File: config.mk
export PLATFORM = sky130hd
export DESIGN_NAME = gcode_move_parser_flat
export DESIGN_NICKNAME = d
export VERILOG_FILES = /design/src/rtl/core/gmp_pkg.sv /design/src/rtl/core/gmp_char_if.sv /design/src/rtl/core/gmp_pos_if.sv /design/src/rtl/core/gcode_move_parser.sv /design/src/rtl/core/gmp_in_reg.sv /design/src/rtl/core/gmp_scale.sv /design/src/rtl/core/gmp_core.sv /design/src/rtl/core/gmp_out_buf.sv /design/src/flat_wrapper.sv
export VERILOG_INCLUDE_DIRS = /design/src /design/src/rtl/core
export SDC_FILE = /design/constraint.sdc
export NUM_CORES = 2
export LEC_CHECK = 0
export BUFFER_PORTS_ARGS = -buffer_cell sky130_fd_sc_hd__buf_2
export CAP_MARGIN = 20
export CORE_MARGIN = 4
export CORE_UTILIZATION = 65
export CTS_CLUSTER_SIZE = 25
export DETAILED_ROUTE_END_ITERATION = 10
export PLACE_DENSITY = 0.83
export SLEW_MARGIN = 20
export SYNTH_ARGS = -nofsm -noshare
export SYNTH_HDL_FRONTEND = slang
export SYNTH_SLANG_ARGS = --single-unit
export TNS_END_PERCENT = 5
File: constraint.sdc
create_clock -name clk -period 28.2 [get_ports clk]
set_input_delay 5.64 -clock clk [delete_from_list [all_inputs] [get_ports clk]]
set_output_delay 5.64 -clock clk [all_outputs]
set_load 0.1 [all_outputs]
File: src/rtl/core/assert_macros.svh
// assert_macros.svh: assertion shorthands for the move parser RTL.
// Relies on clk and rst_n being visible at the point of use.
`ifndef ASSERT_MACROS_SVH
`define ASSERT_MACROS_SVH

// Checked only outside reset
`define GMP_ASSERT(label, prop, msg) \
    label: assert property (@(posedge clk) disable iff (!rst_n) prop) \
        else $error(msg);

// Checked on every edge, reset included
`define GMP_ASSERT_ALWAYS(label, prop, msg) \
    label: assert property (@(posedge clk) prop) else $error(msg);

`endif

File: src/rtl/core/gmp_pkg.sv
// gmp_pkg: constants, beat types and helper functions of the G0/G1 move parser.
// No dependencies; RTL files but gmp_char_if and the macros use scoped names.
package gmp_pkg;

    // Fixed-point configuration
    localparam int FRAC_DIGITS = 3;
    localparam int VALUE_BITS  = 32;
    localparam int POS_W       = 32;
    localparam int ACC_W       = VALUE_BITS;
    localparam int FRAC_W      = (FRAC_DIGITS < 2) ? 1 : $clog2(FRAC_DIGITS + 1);
    localparam int EXP_W       = $clog2(FRAC_DIGITS + 2);
    localparam int MUL_W       = $clog2(10 ** (FRAC_DIGITS + 1) + 1);

    // Magnitude cap 2^(VALUE_BITS-1) and its split by ten for digit saturation
    localparam logic [ACC_W-1:0] MAG_CAP   = {1'b1, {(ACC_W - 1){1'b0}}};
    localparam logic [ACC_W-1:0] CAP_DIV10 = MAG_CAP / 10;
    localparam logic [3:0]       CAP_MOD10 = 4'(MAG_CAP % 10);

    // Character codes
    localparam logic [7:0] CH_TAB   = 8'h09;
    localparam logic [7:0] CH_LF    = 8'h0A;
    localparam logic [7:0] CH_VT    = 8'h0B;
    localparam logic [7:0] CH_FF    = 8'h0C;
    localparam logic [7:0] CH_CR    = 8'h0D;
    localparam logic [7:0] CH_SPACE = 8'h20;
    localparam logic [7:0] CH_PLUS  = 8'h2B;
    localparam logic [7:0] CH_MINUS = 8'h2D;
    localparam logic [7:0] CH_POINT = 8'h2E;
    localparam logic [7:0] CH_ZERO  = 8'h30;
    localparam logic [7:0] CH_ONE   = 8'h31;
    localparam logic [7:0] CH_NINE  = 8'h39;
    localparam logic [7:0] CH_SEMI  = 8'h3B;
    localparam logic [7:0] CH_E     = 8'h45;
    localparam logic [7:0] CH_G     = 8'h47;
    localparam logic [7:0] CH_X     = 8'h58;
    localparam logic [7:0] CH_Y     = 8'h59;
    localparam logic [7:0] CH_Z     = 8'h5A;

    // Axis codes
    localparam logic [2:0] AX_X    = 3'd0;
    localparam logic [2:0] AX_Y    = 3'd1;
    localparam logic [2:0] AX_Z    = 3'd2;
    localparam logic [2:0] AX_E    = 3'd3;
    localparam logic [2:0] AX_NONE = 3'd4;

    typedef logic signed [VALUE_BITS-1:0] value_t;

    typedef struct packed {
        logic [7:0] char_byte;
        logic       end_of_file;
    } char_beat_t;

    typedef struct packed {
        logic            valid;
        char_beat_t      beat;
    } held_t;

    typedef struct packed {
        logic signed [POS_W-1:0] pos_x;
        logic signed [POS_W-1:0] pos_y;
        logic signed [POS_W-1:0] pos_z;
        logic signed [POS_W-1:0] pos_e;
    } pos_beat_t;

    // 10^e for e up to FRAC_DIGITS+1; folds to a small constant mux
    function automatic logic [MUL_W-1:0] pow10(input logic [EXP_W-1:0] e);
        logic [MUL_W-1:0] p;
        p = MUL_W'(1);
        for (int i = 0; i < FRAC_DIGITS + 1; i++) begin
            if (EXP_W'(i) < e) begin
                p = MUL_W'(p * 10);
            end
        end
        return p;
    endfunction

    // Low POS_W bits of the sign-extended value
    function automatic logic signed [POS_W-1:0] to_pos(input value_t v);
        logic signed [VALUE_BITS+POS_W-1:0] wide;
        wide = (VALUE_BITS + POS_W)'(v);
        return wide[POS_W-1:0];
    endfunction

endpackage

File: src/rtl/core/gmp_char_if.sv
// gmp_char_if: valid/ready channel carrying one text character per beat.
// Uses gmp_pkg for nothing but keeps the same field names as the port list.
interface gmp_char_if;
    logic       valid;
    logic       ready;
    logic [7:0] char_byte;
    logic       end_of_file;

    modport source (output valid, output char_byte, output end_of_file, input ready);
    modport sink   (input valid, input char_byte, input end_of_file, output ready);
endinterface

File: src/rtl/core/gmp_pos_if.sv
// gmp_pos_if: valid/ready channel carrying one four-axis position per beat.
// Field widths follow gmp_pkg::POS_W.
interface gmp_pos_if;
    logic                             valid;
    logic                             ready;
    logic signed [gmp_pkg::POS_W-1:0] pos_x;
    logic signed [gmp_pkg::POS_W-1:0] pos_y;
    logic signed [gmp_pkg::POS_W-1:0] pos_z;
    logic signed [gmp_pkg::POS_W-1:0] pos_e;

    modport source (output valid, output pos_x, output pos_y, output pos_z,
                    output pos_e, input ready);
    modport sink   (input valid, input pos_x, input pos_y, input pos_z,
                    input pos_e, output ready);
endinterface

File: src/rtl/core/gcode_move_parser.sv
// gcode_move_parser: top level of the G0/G1 move parser.
// Depends on gmp_pkg, gmp_char_if, gmp_pos_if, gmp_in_reg, gmp_core,
// gmp_out_buf and assert_macros.svh.
//
//  channel | role | beat payload                           | rule
//  --------+------+----------------------------------------+----------------------------
//  chars   | in   | char_byte[7:0], end_of_file            | taken when valid & ready
//  moves   | out  | pos_x, pos_y, pos_z, pos_e (32b signed)| one beat per G0/G1 line
//
// One character per clock while chars is not stalled; gmp_core updates the
// parser state as each held character moves on. A line-ending character's
// position beat passes the input register, then the result buffer.
// Reset clears the parser to start of line and all positions to zero.
// The result buffer holds two beats; chars stalls only when it is full and
// the held character ends a move line.
`include "assert_macros.svh"

module gcode_move_parser (
    input  logic       clk,
    input  logic       rst_n,
    gmp_char_if.sink   chars,
    gmp_pos_if.source  moves
);

    gmp_pkg::held_t      held;
    gmp_pkg::pos_beat_t  core_result;
    logic                core_emit;
    logic                out_space;
    logic                advance;
    logic                push;

    // A held character moves on unless its result has nowhere to go
    assign advance = held.valid && (!core_emit || out_space);
    assign push    = advance && core_emit;

    gmp_in_reg u_in_reg (
        .clk     (clk),
        .rst_n   (rst_n),
        .chars   (chars),
        .advance (advance),
        .held    (held)
    );

    gmp_core u_core (
        .clk    (clk),
        .rst_n  (rst_n),
        .fire   (advance),
        .beat   (held.beat),
        .emit   (core_emit),
        .result (core_result)
    );

    gmp_out_buf u_out_buf (
        .clk       (clk),
        .rst_n     (rst_n),
        .push      (push),
        .push_beat (core_result),
        .space     (out_space),
        .moves     (moves)
    );

    // Checks
    `GMP_ASSERT(a_emit_on_line_end, held.valid && core_emit |-> (held.beat.char_byte == gmp_pkg::CH_LF || held.beat.end_of_file), "result without line end")
    `GMP_ASSERT(a_stall_cause, !chars.ready |-> held.valid && core_emit && !out_space, "input stalled without a full result buffer")
    `GMP_ASSERT(a_push_shows, push |=> moves.valid, "pushed result not offered")
    `GMP_ASSERT_ALWAYS(a_full_offers, !out_space |-> moves.valid, "full buffer not offering")

endmodule

File: src/rtl/core/gmp_in_reg.sv
// gmp_in_reg: input register of the move parser, one character beat deep.
// Depends on gmp_pkg and gmp_char_if.
module gmp_in_reg (
    input  logic               clk,
    input  logic               rst_n,
    gmp_char_if.sink           chars,
    input  logic               advance,
    output gmp_pkg::held_t     held
);

    logic                 valid_reg;
    logic                 valid_next;
    gmp_pkg::char_beat_t  beat_reg;
    logic                 take;

    // Room whenever empty or the held character moves on this cycle
    assign chars.ready = !valid_reg || advance;
    assign take        = chars.valid && chars.ready;

    always_comb
    begin
        valid_next = valid_reg;
        if (take)
        begin
            valid_next = 1'b1;
        end
        else if (advance)
        begin
            valid_next = 1'b0;
        end
    end

    always_ff @(posedge clk or negedge rst_n)
    begin
        if (!rst_n)
        begin
            valid_reg <= 1'b0;
        end
        else
        begin
            valid_reg <= valid_next;
        end
    end

    // Payload needs no reset
    always_ff @(posedge clk)
    begin
        if (take)
        begin
            beat_reg.char_byte   <= chars.char_byte;
            beat_reg.end_of_file <= chars.end_of_file;
        end
    end

    assign held.valid = valid_reg;
    assign held.beat  = beat_reg;

endmodule

File: src/rtl/core/gmp_scale.sv
// gmp_scale: pads a parsed digit string to FRAC_DIGITS fraction digits,
// saturates and applies the sign. Depends on gmp_pkg.
module gmp_scale (
    input  logic [gmp_pkg::ACC_W-1:0] acc,
    input  logic [gmp_pkg::EXP_W-1:0] exp_sel,
    input  logic [3:0]                add_digit,
    input  logic                      negative,
    input  logic                      number_ok,
    output gmp_pkg::value_t           value
);

    localparam int PROD_W = gmp_pkg::ACC_W + gmp_pkg::MUL_W;

    logic [gmp_pkg::MUL_W-1:0]   mul;
    logic [gmp_pkg::MUL_W-1:0]   add_pow;
    logic [PROD_W-1:0]           prod;
    logic [gmp_pkg::MUL_W+3:0]   addend;
    logic [PROD_W:0]             sum;
    logic [gmp_pkg::ACC_W-1:0]   mag;

    // acc * 10^e + digit * 10^(e-1); digit is zero whenever e is zero
    assign mul     = gmp_pkg::pow10(exp_sel);
    assign add_pow = (exp_sel == '0) ? '0
                   : gmp_pkg::pow10(gmp_pkg::EXP_W'(exp_sel - 1'b1));
    assign prod    = PROD_W'(acc) * PROD_W'(mul);
    assign addend  = (gmp_pkg::MUL_W + 4)'(add_digit) * (gmp_pkg::MUL_W + 4)'(add_pow);
    assign sum     = (PROD_W + 1)'(prod) + (PROD_W + 1)'(addend);

    // Saturate the magnitude at the cap
    assign mag = (sum > (PROD_W + 1)'(gmp_pkg::MAG_CAP)) ? gmp_pkg::MAG_CAP
               : sum[gmp_pkg::ACC_W-1:0];

    always_comb
    begin
        if (!number_ok)
        begin
            value = '0;
        end
        else if (negative)
        begin
            value = gmp_pkg::value_t'(-mag);
        end
        else if (mag == gmp_pkg::MAG_CAP)
        begin
            value = gmp_pkg::value_t'(gmp_pkg::MAG_CAP - 1'b1);
        end
        else
        begin
            value = gmp_pkg::value_t'(mag);
        end
    end

endmodule

File: src/rtl/core/gmp_core.sv
// gmp_core: per-character parser state update and position bookkeeping.
// Depends on gmp_pkg and gmp_scale.
module gmp_core (
    input  logic                 clk,
    input  logic                 rst_n,
    input  logic                 fire,
    input  gmp_pkg::char_beat_t  beat,
    output logic                 emit,
    output gmp_pkg::pos_beat_t   result
);

    // Line phases
    localparam logic [2:0] PH_START = 3'd0;
    localparam logic [2:0] PH_CMD   = 3'd1;
    localparam logic [2:0] PH_GAP   = 3'd2;
    localparam logic [2:0] PH_ARG   = 3'd3;
    localparam logic [2:0] PH_SKIP  = 3'd4;

    // Command match
    localparam logic [1:0] CM_NONE = 2'd0;
    localparam logic [1:0] CM_G    = 2'd1;
    localparam logic [1:0] CM_MOVE = 2'd2;
    localparam logic [1:0] CM_FAIL = 2'd3;

    typedef struct packed {
        logic point;
        logic bad;
        logic digit;
        logic sign;
    } num_flags_t;

    logic [2:0]                  phase_reg, ph_m, phase_next;
    logic [1:0]                  cm_reg, cm_m, cm_next;
    logic [2:0]                  axis_reg, ax_m, axis_next;
    logic [gmp_pkg::ACC_W-1:0]   acc_reg, acc_m, acc_next;
    logic                        neg_reg, neg_m, neg_next;
    logic [gmp_pkg::FRAC_W-1:0]  fc_reg, fc_m, fc_next;
    num_flags_t                  flags_reg, fl_m, flags_next;
    logic [3:0]                  seen_reg, seen_next;
    gmp_pkg::value_t             lv_reg [4];
    gmp_pkg::value_t             last_reg [4];
    gmp_pkg::value_t             lv_view [4];
    gmp_pkg::value_t             pos_view [4];

    logic [7:0]                  c;
    logic [7:0]                  cdiff;
    logic [3:0]                  dval;
    logic                        is_lf, is_ws, is_semi, is_other;
    logic                        is_digit, is_sign;
    logic                        tok_end, line_end;
    logic                        app;
    logic                        fin, lv_wr;

    logic [gmp_pkg::ACC_W-1:0]   digit_lim;
    logic [gmp_pkg::ACC_W+3:0]   acc_x10;
    logic [gmp_pkg::ACC_W-1:0]   acc_step;
    logic [gmp_pkg::EXP_W-1:0]   exp_sel;
    gmp_pkg::value_t             fin_value;

    // Character classes
    assign c        = beat.char_byte;
    assign cdiff    = c - gmp_pkg::CH_ZERO;
    assign dval     = cdiff[3:0];
    assign is_lf    = (c == gmp_pkg::CH_LF);
    assign is_ws    = (c == gmp_pkg::CH_SPACE) || (c == gmp_pkg::CH_TAB)
                   || (c == gmp_pkg::CH_CR) || (c == gmp_pkg::CH_VT)
                   || (c == gmp_pkg::CH_FF);
    assign is_semi  = (c == gmp_pkg::CH_SEMI);
    assign is_other = !(is_lf || is_ws || is_semi);
    assign is_digit = (c >= gmp_pkg::CH_ZERO) && (c <= gmp_pkg::CH_NINE);
    assign is_sign  = (c == gmp_pkg::CH_PLUS) || (c == gmp_pkg::CH_MINUS);
    assign line_end = is_lf || beat.end_of_file;
    assign tok_end  = !is_other || beat.end_of_file;

    // One decimal digit into the accumulator, saturating at the cap
    assign digit_lim = (dval <= gmp_pkg::CAP_MOD10) ? gmp_pkg::CAP_DIV10
                     : gmp_pkg::CAP_DIV10 - 1'b1;
    assign acc_x10   = {4'b0000, acc_reg} * (gmp_pkg::ACC_W + 4)'(10)
                     + (gmp_pkg::ACC_W + 4)'(dval);
    assign acc_step  = (acc_reg > digit_lim) ? gmp_pkg::MAG_CAP
                     : acc_x10[gmp_pkg::ACC_W-1:0];

    // Character processing for token characters
    always_comb
    begin
        ph_m  = phase_reg;
        cm_m  = cm_reg;
        ax_m  = axis_reg;
        acc_m = acc_reg;
        neg_m = neg_reg;
        fc_m  = fc_reg;
        fl_m  = flags_reg;
        app   = 1'b0;
        if (is_other)
        begin
            unique case (phase_reg)
                PH_START:
                begin
                    ph_m = PH_CMD;
                    cm_m = (c == gmp_pkg::CH_G) ? CM_G : CM_FAIL;
                end
                PH_CMD:
                begin
                    cm_m = (cm_reg == CM_G && (c == gmp_pkg::CH_ZERO || c == gmp_pkg::CH_ONE))
                         ? CM_MOVE : CM_FAIL;
                end
                PH_GAP:
                begin
                    ph_m  = PH_ARG;
                    acc_m = '0;
                    neg_m = 1'b0;
                    fc_m  = '0;
                    fl_m  = '0;
                    unique case (c)
                        gmp_pkg::CH_X: ax_m = gmp_pkg::AX_X;
                        gmp_pkg::CH_Y: ax_m = gmp_pkg::AX_Y;
                        gmp_pkg::CH_Z: ax_m = gmp_pkg::AX_Z;
                        gmp_pkg::CH_E: ax_m = gmp_pkg::AX_E;
                        default:       ax_m = gmp_pkg::AX_NONE;
                    endcase
                end
                PH_ARG:
                begin
                    if (axis_reg != gmp_pkg::AX_NONE)
                    begin
                        if (is_sign)
                        begin
                            if (flags_reg.digit || flags_reg.point || flags_reg.sign)
                            begin
                                fl_m.bad = 1'b1;
                            end
                            else
                            begin
                                fl_m.sign = 1'b1;
                                neg_m     = (c == gmp_pkg::CH_MINUS);
                            end
                        end
                        else if (is_digit)
                        begin
                            fl_m.digit = 1'b1;
                            if (!flags_reg.point)
                            begin
                                acc_m = acc_step;
                                app   = 1'b1;
                            end
                            else if (fc_reg < gmp_pkg::FRAC_W'(gmp_pkg::FRAC_DIGITS))
                            begin
                                acc_m = acc_step;
                                fc_m  = gmp_pkg::FRAC_W'(fc_reg + 1'b1);
                                app   = 1'b1;
                            end
                        end
                        else if (c == gmp_pkg::CH_POINT)
                        begin
                            if (flags_reg.point)
                            begin
                                fl_m.bad = 1'b1;
                            end
                            else
                            begin
                                fl_m.point = 1'b1;
                            end
                        end
                        else
                        begin
                            fl_m.bad = 1'b1;
                        end
                    end
                end
                default:
                begin
                end
            endcase
        end
    end

    // Padding exponent; a digit taken this cycle rides along as an addend
    assign exp_sel = gmp_pkg::EXP_W'(gmp_pkg::EXP_W'(gmp_pkg::FRAC_DIGITS)
                   - gmp_pkg::EXP_W'(fc_reg)
                   + gmp_pkg::EXP_W'(app && !flags_reg.point));

    gmp_scale u_scale (
        .acc       (acc_reg),
        .exp_sel   (exp_sel),
        .add_digit (app ? dval : 4'd0),
        .negative  (neg_m),
        .number_ok (!fl_m.bad && fl_m.digit),
        .value     (fin_value)
    );

    // Token end, line end and result selection
    always_comb
    begin
        phase_next = ph_m;
        cm_next    = cm_m;
        axis_next  = ax_m;
        acc_next   = acc_m;
        neg_next   = neg_m;
        fc_next    = fc_m;
        flags_next = fl_m;
        fin        = 1'b0;
        seen_next  = seen_reg;
        if (tok_end)
        begin
            if (ph_m == PH_CMD)
            begin
                if (cm_m == CM_MOVE)
                begin
                    phase_next = PH_GAP;
                end
                else
                begin
                    cm_next    = CM_FAIL;
                    phase_next = PH_SKIP;
                end
            end
            else if (ph_m == PH_ARG)
            begin
                fin        = 1'b1;
                phase_next = PH_GAP;
                axis_next  = gmp_pkg::AX_NONE;
                acc_next   = '0;
                neg_next   = 1'b0;
                fc_next    = '0;
                flags_next = '0;
            end
            if (is_semi)
            begin
                phase_next = PH_SKIP;
            end
        end

        lv_wr = fin && (ax_m != gmp_pkg::AX_NONE);
        if (lv_wr)
        begin
            seen_next[ax_m[1:0]] = 1'b1;
        end
        for (int i = 0; i < 4; i++)
        begin
            lv_view[i]  = (lv_wr && ax_m[1:0] == 2'(i)) ? fin_value : lv_reg[i];
            pos_view[i] = seen_next[i] ? lv_view[i] : last_reg[i];
        end

        emit = line_end && (cm_next == CM_MOVE);

        if (line_end)
        begin
            phase_next = PH_START;
            cm_next    = CM_NONE;
            axis_next  = gmp_pkg::AX_NONE;
            acc_next   = '0;
            neg_next   = 1'b0;
            fc_next    = '0;
            flags_next = '0;
            seen_next  = '0;
        end
    end

    assign result.pos_x = gmp_pkg::to_pos(pos_view[0]);
    assign result.pos_y = gmp_pkg::to_pos(pos_view[1]);
    assign result.pos_z = gmp_pkg::to_pos(pos_view[2]);
    assign result.pos_e = gmp_pkg::to_pos(pos_view[3]);

    // Parser state and last emitted position
    always_ff @(posedge clk or negedge rst_n)
    begin
        if (!rst_n)
        begin
            phase_reg <= PH_START;
            cm_reg    <= CM_NONE;
            axis_reg  <= gmp_pkg::AX_NONE;
            acc_reg   <= '0;
            neg_reg   <= 1'b0;
            fc_reg    <= '0;
            flags_reg <= '0;
            seen_reg  <= '0;
            for (int i = 0; i < 4; i++)
            begin
                last_reg[i] <= '0;
            end
        end
        else if (fire)
        begin
            phase_reg <= phase_next;
            cm_reg    <= cm_next;
            axis_reg  <= axis_next;
            acc_reg   <= acc_next;
            neg_reg   <= neg_next;
            fc_reg    <= fc_next;
            flags_reg <= flags_next;
            seen_reg  <= seen_next;
            if (emit)
            begin
                for (int i = 0; i < 4; i++)
                begin
                    last_reg[i] <= pos_view[i];
                end
            end
        end
    end

    // Per-line axis values, read only behind their seen bits
    always_ff @(posedge clk)
    begin
        if (fire && lv_wr)
        begin
            lv_reg[ax_m[1:0]] <= fin_value;
        end
    end

endmodule

File: src/rtl/core/gmp_out_buf.sv
// gmp_out_buf: two-entry result buffer that parts the parser from the
// position sink. Depends on gmp_pkg and gmp_pos_if.
module gmp_out_buf (
    input  logic               clk,
    input  logic               rst_n,
    input  logic               push,
    input  gmp_pkg::pos_beat_t push_beat,
    output logic               space,
    gmp_pos_if.source          moves
);

    gmp_pkg::pos_beat_t slot_reg [2];
    logic [1:0]         count_reg;
    logic [1:0]         count_next;
    logic               pop;
    logic               wr_second;

    assign pop       = moves.valid && moves.ready;
    assign space     = (count_reg != 2'd2);
    assign wr_second = (count_reg == 2'd1) && !pop;

    assign count_next = 2'(count_reg + {1'b0, push} - {1'b0, pop});

    always_ff @(posedge clk or negedge rst_n)
    begin
        if (!rst_n)
        begin
            count_reg <= '0;
        end
        else
        begin
            count_reg <= count_next;
        end
    end

    // Head shifts on a pop; a push lands behind whatever stays
    always_ff @(posedge clk)
    begin
        if (push && !wr_second)
        begin
            slot_reg[0] <= push_beat;
        end
        else if (pop)
        begin
            slot_reg[0] <= slot_reg[1];
        end
        if (push && wr_second)
        begin
            slot_reg[1] <= push_beat;
        end
    end

    assign moves.valid = (count_reg != 2'd0);
    assign moves.pos_x = slot_reg[0].pos_x;
    assign moves.pos_y = slot_reg[0].pos_y;
    assign moves.pos_z = slot_reg[0].pos_z;
    assign moves.pos_e = slot_reg[0].pos_e;

endmodule

File: src/flat_wrapper.sv
// flat-port wrapper written by rule: the top's interface ports become plain ports
module gcode_move_parser_flat 
  (clk, rst_n, chars_valid, chars_char_byte, chars_end_of_file, chars_ready, moves_valid, moves_pos_x, moves_pos_y, moves_pos_z, moves_pos_e, moves_ready);
  gmp_char_if chars_i ();
  gmp_pos_if moves_i ();
  input  logic clk;
  input  logic rst_n;
  input wire logic [$bits(chars_i.valid)-1:0] chars_valid;
  input wire logic [$bits(chars_i.char_byte)-1:0] chars_char_byte;
  input wire logic [$bits(chars_i.end_of_file)-1:0] chars_end_of_file;
  output wire logic [$bits(chars_i.ready)-1:0] chars_ready;
  output wire logic [$bits(moves_i.valid)-1:0] moves_valid;
  output wire logic [$bits(moves_i.pos_x)-1:0] moves_pos_x;
  output wire logic [$bits(moves_i.pos_y)-1:0] moves_pos_y;
  output wire logic [$bits(moves_i.pos_z)-1:0] moves_pos_z;
  output wire logic [$bits(moves_i.pos_e)-1:0] moves_pos_e;
  input wire logic [$bits(moves_i.ready)-1:0] moves_ready;
  assign chars_i.valid = chars_valid;
  assign chars_i.char_byte = chars_char_byte;
  assign chars_i.end_of_file = chars_end_of_file;
  assign chars_ready = chars_i.ready;
  assign moves_valid = moves_i.valid;
  assign moves_pos_x = moves_i.pos_x;
  assign moves_pos_y = moves_i.pos_y;
  assign moves_pos_z = moves_i.pos_z;
  assign moves_pos_e = moves_i.pos_e;
  assign moves_i.ready = moves_ready;
  gcode_move_parser u_core (.clk(clk), .rst_n(rst_n), .chars(chars_i), .moves(moves_i));
endmodule
==> results.md <==
GRT:
- For this run the aggregate overflow at the end of global routing stands at 0.
- The first-pass GRT wire length is between 150000 and 200000 µm.
- In the global route stage, overall resource usage came out at between 30% and 40%.
- The largest net degree at the start of global routing is 79.
- The via count of the first global-routing pass is 36788.
- The number of antenna violations at the first check in global routing is 2.

Final layout:
- The area growth from synthesis to layout is 5.21%.
- In the final design database the tool counted roughly 5400 nets.
- Summing all flip-flop and latch instances after layout gives 0.0164 mm².
- The number of flip-flops in the largest register is 256.
- The multi-input logic area is roughly 0.027 mm².
- 0 antenna diodes ended up in the layout.
- The ratio of cells with drive above 1 in the final layout is between 10 and 15%.
- After filler insertion, the fill cell instance count of the layout stands at 5200.

Timing:
- The final setup violation count is 0.
- Setup repair after global routing left no endpoint under its margin.
- After layout, the worst setup slack is around 12 ns.
- The worst pin sits at a relative slew slack of a little over a fifth.
- At the pin with the least slew margin, the transition time is about 1.2 ns.
- Subtracting the final worst setup slack from the clock period gives about 17 ns.
- Adding up every negative setup slack in the final design gives 0 ns.
- The number of hold violations in the final report is 0.
- On the final layout, the worst clock skew is between 0.05 and 0.06 ns.
- For this run, the top clock speed supported by timing is between 60 and 70 MHz.
- In the finished design, the share of the clock period the worst path needs comes to between 50% and 60%.
- The number of max-slew violations in the final report is 0.

Power and ir drop:
- In this run the static leakage power is roughly 23 nW.
- The proportion of power drawn by the clock network is 29.2%.
- In this run the power spent charging and discharging nets is 1.03 mW.
- The switching portion of total power is a little under two fifths.
- Per report_power, the combinational group accounts for between 30% and 40% of the total.
- The peak supply drop is 74.3 µV.
- The power density normalized to cell area is around 54 mW/mm².
- The total internal power is ~1.7 mW.
- The relative contribution of sequential cells to total power is slightly above 40%.

Worst setup path:
- The source of the worst register-to-register timing path is u_core.u_in_reg.held[3].
- The reg-to-reg endpoint is u_core.u_out_buf.slot_reg[0][208].
- On the critical path the largest part of the delay comes from adder cells.
- STA classifies the critical path endpoint as a flip-flop.
- The kind of launch point of the worst setup path is a flip-flop.
- The critical path in this run is classified as reg -> reg.
- STA puts the critical path data arrival time at ~17 ns.
- The standard cell with the maximum stage delay on the critical path is sky130_fd_sc_hd__o21ai_1.
- In this run the worst path has a maximum fanout of between 70 and 80.
- In this run the register-to-register setup slack is ~12 ns.
- The number of buffers and inverters on the critical path is 8.
- The worst register-to-register path has a depth of 49.
- The delay contributed by the slowest stage of the critical path is 0.85 ns.
- At the worst endpoint, the required time is between 20 and 30 ns.

Route:
- The routed layout has between 30000 and 40000 vias.
- The detail route stage leaves a number of antenna-violating nets equal to 0.
- Dividing the detail-routed wire length by the instance count gives roughly 22 µm.
- In the routed layout, each cell is associated on average with a via count of roughly 6.3.
- The remaining routing DRC violations is 0.
- The number of design-rule violations left by the first detailed-router iteration is approximately 3300.
- The length of the first detailed-routing pass in iterations is 6.
- For this block, the routed nets add up to approximately 120000 µm of wire.

Clock tree:
- TritonCTS built the clock tree.
- The number of levels in the clock H-tree is 2.
- The clock drives approximately 580 sinks.
- The buffers inserted during post-CTS setup optimization is 0.
- For the worst-skew pair, the clock arrives at the later sink with an insertion delay of 0.65 ns.
- The number of clock buffers added by TritonCTS is 55.
- The post-cts resize count is 0.
- In this run, post-CTS hold repair placed 0 buffers.
- The clock passes through at most 3 buffers.
- Clock tree synthesis selected as its root buffer the cell sky130_fd_sc_hd__clkbuf_16.
- The clock transition at the registers of the reported paths is 0.07 ns.

Yosys:
- The portion of the post-synthesis area used by sequential elements is between 30% and 40%.
- The most common cell in the netlist is sky130_fd_sc_hd__inv_1.
- The synthesized cell area is a little under 0.05 mm².
- The post-synthesis cell count is 4783.
- In this run, synthesis produced a sequential element count of 575.
- The synthesized design contains 393 enable-type register cells.
- The most used flip-flop cell after synthesis is sky130_fd_sc_hd__edfxtp_1.
- The largest area contributor in the synthesized netlist is sky130_fd_sc_hd__edfxtp_1.
- By count the netlist is led by sky130_fd_sc_hd__inv_1 (696), sky130_fd_sc_hd__nand2_1 (539), sky130_fd_sc_hd__fa_1 (417).
- The number of synthesis warnings is 0.
- Yosys mapped the design onto approximately 110 distinct sky130hd cell types.
- The fraction of synthesis flops using an asynchronous set or reset pin is a little under a third.
- The top cell type by area accounts for 24.5% of the synthesized area.
- By area the synthesized netlist is led by sky130_fd_sc_hd__edfxtp_1 (24%), sky130_fd_sc_hd__fa_1 (17%), sky130_fd_sc_hd__dfrtp_1 (9.4%).
- Each instance of the synthesized netlist takes up on average 10.1 µm².

Place:
- The HPWL after detailed placement is 87500 µm.
- Input and output buffers added on the ports amount to 142.
- Prior to clock tree synthesis, the placed netlist has a worst setup slack of approximately 12 ns.
- The final RePlAce weighted congestion is between 0.9 and 1.

Die:
- The die is approximately 280 µm tall.
- For this configuration, the core starts out at a cell density of 65.8%.
- The die is about 280 µm wide.
- The total area inside the core boundary comes to between 0.07 and 0.08 mm².
- The die covers 0.0785 mm².
- The I/O pin count is 143.
- After floorplanning, the core was divided into slightly below 100 placement rows.

Status:
- The flow ran to the end, and the final reports show no timing, DRC or antenna violations.

Min path:
- The path class of the tightest hold or removal check is reg -> reg.
- The sink of the worst hold path is u_core.u_core.last_reg[12].
- Counting instances, the worst hold path has a depth of 2.
- The launch point of the worst hold path is u_core.u_core.last_reg[12].

Flow run:
- The tool flagged a number of max-cap violations equal to 0.
-- logic make-up after synthesis --
family / Yosys count / share of synthesized area (%)
AND/OR/NAND/NOR: 1268 / 13.1
buffers and inverters: 1064 / 9.47
AO/OA/AOI/OAI: 880 / 12.5
adder cells (fa/ha/maj): 674 / 24.0
flip-flops: 575 / 33.9
multiplexers: 235 / 5.36
XOR/XNOR: 86 / 1.60
other: 1 / 0.00778
-- metal layers --
layer  part of all wire [%]  vias up  global-route usage, %
li1                       -    15832                      -
met1                     38    17582                   40.8
met2                     48     1757                   53.1
met3                    8.2      392                   5.53
met4                    5.1        0                   15.0
met5                      0        -                      0
-- cell usage in the layout (no fill, tap or decap), types with 53 or more instances in the layout --
master,count
sky130_fd_sc_hd__inv_1,695
sky130_fd_sc_hd__nand2_1,538
sky130_fd_sc_hd__fa_1,416
sky130_fd_sc_hd__edfxtp_1,393
sky130_fd_sc_hd__ha_1,256
sky130_fd_sc_hd__a21oi_1,234
sky130_fd_sc_hd__o21ai_0,189
sky130_fd_sc_hd__nor2_1,186
sky130_fd_sc_hd__mux2_2,185
sky130_fd_sc_hd__dfrtp_1,177
sky130_fd_sc_hd__buf_2,141
sky130_fd_sc_hd__and2_1,98
sky130_fd_sc_hd__a211oi_1,89
sky130_fd_sc_hd__nor2b_1,83
sky130_fd_sc_hd__nor3_1,67
sky130_fd_sc_hd__clkbuf_16,55
sky130_fd_sc_hd__xnor2_1,53
-- worst max path at each step --
stage,startpoint,to,cells after the start
6_report,u_core.u_in_reg.held[3],u_core.u_out_buf.slot_reg[0][208],49
5_1_grt,u_core.u_in_reg.held[3],u_core.u_core.lv_reg[1][16],47
2_1_floorplan,moves_ready,u_core.u_out_buf.slot_reg[0][128],1
3_5_place_dp,u_core.u_in_reg.held[3],u_core.u_core.lv_reg[0][14],48
4_1_cts,u_core.u_in_reg.held[3],u_core.u_core.lv_reg[3][14],48
3_3_place_gp,u_core.u_in_reg.held[3],u_core.u_core.lv_reg[0][14],48
-- layout make-up --
type,count,area share [%]
Tap cell,959,2.37
Inverter,696,5.15
Clock buffer,71,3.01
Sequential cell,575,32.3
Clock inverter,33,0.842
Timing Repair Buffer,193,2.18
Multi-Input combinational cell,3147,54.2
-- power by group through the flow --
stage          clock (mW)  sequential [mW]  combinational (mW)
2_1_floorplan           0             1.09               0.743
3_3_place_gp            0             1.11               0.798
3_5_place_dp            0             1.11               0.816
4_1_cts             0.797             1.09               0.823
5_1_grt             0.833             1.10               0.869
6_report            0.792             1.09               0.826
-- tightest hold or removal path, stage by stage, from the launching register on --
cell	delay [ns]
sky130_fd_sc_hd__dfrtp_1	0.34
sky130_fd_sc_hd__a21oi_1	0.06
sky130_fd_sc_hd__o21ai_0	0.05
-- stage by stage --
stage	hold WS, ns	cells	area (µm²)	power (mW)	utilization, %
global route	0.512	5674	50700	2.80	69.2
CTS	0.489	5674	50700	2.71	69.2
finish	0.483	5674	50700	2.71	69.2
detailed placement	0.475	5570	48700	1.93	66.6
global placement	0.464	5570	48700	1.90	66.6
floorplan	0.452	4786	48200	1.84	-
(Power assumes the default switching activity.)
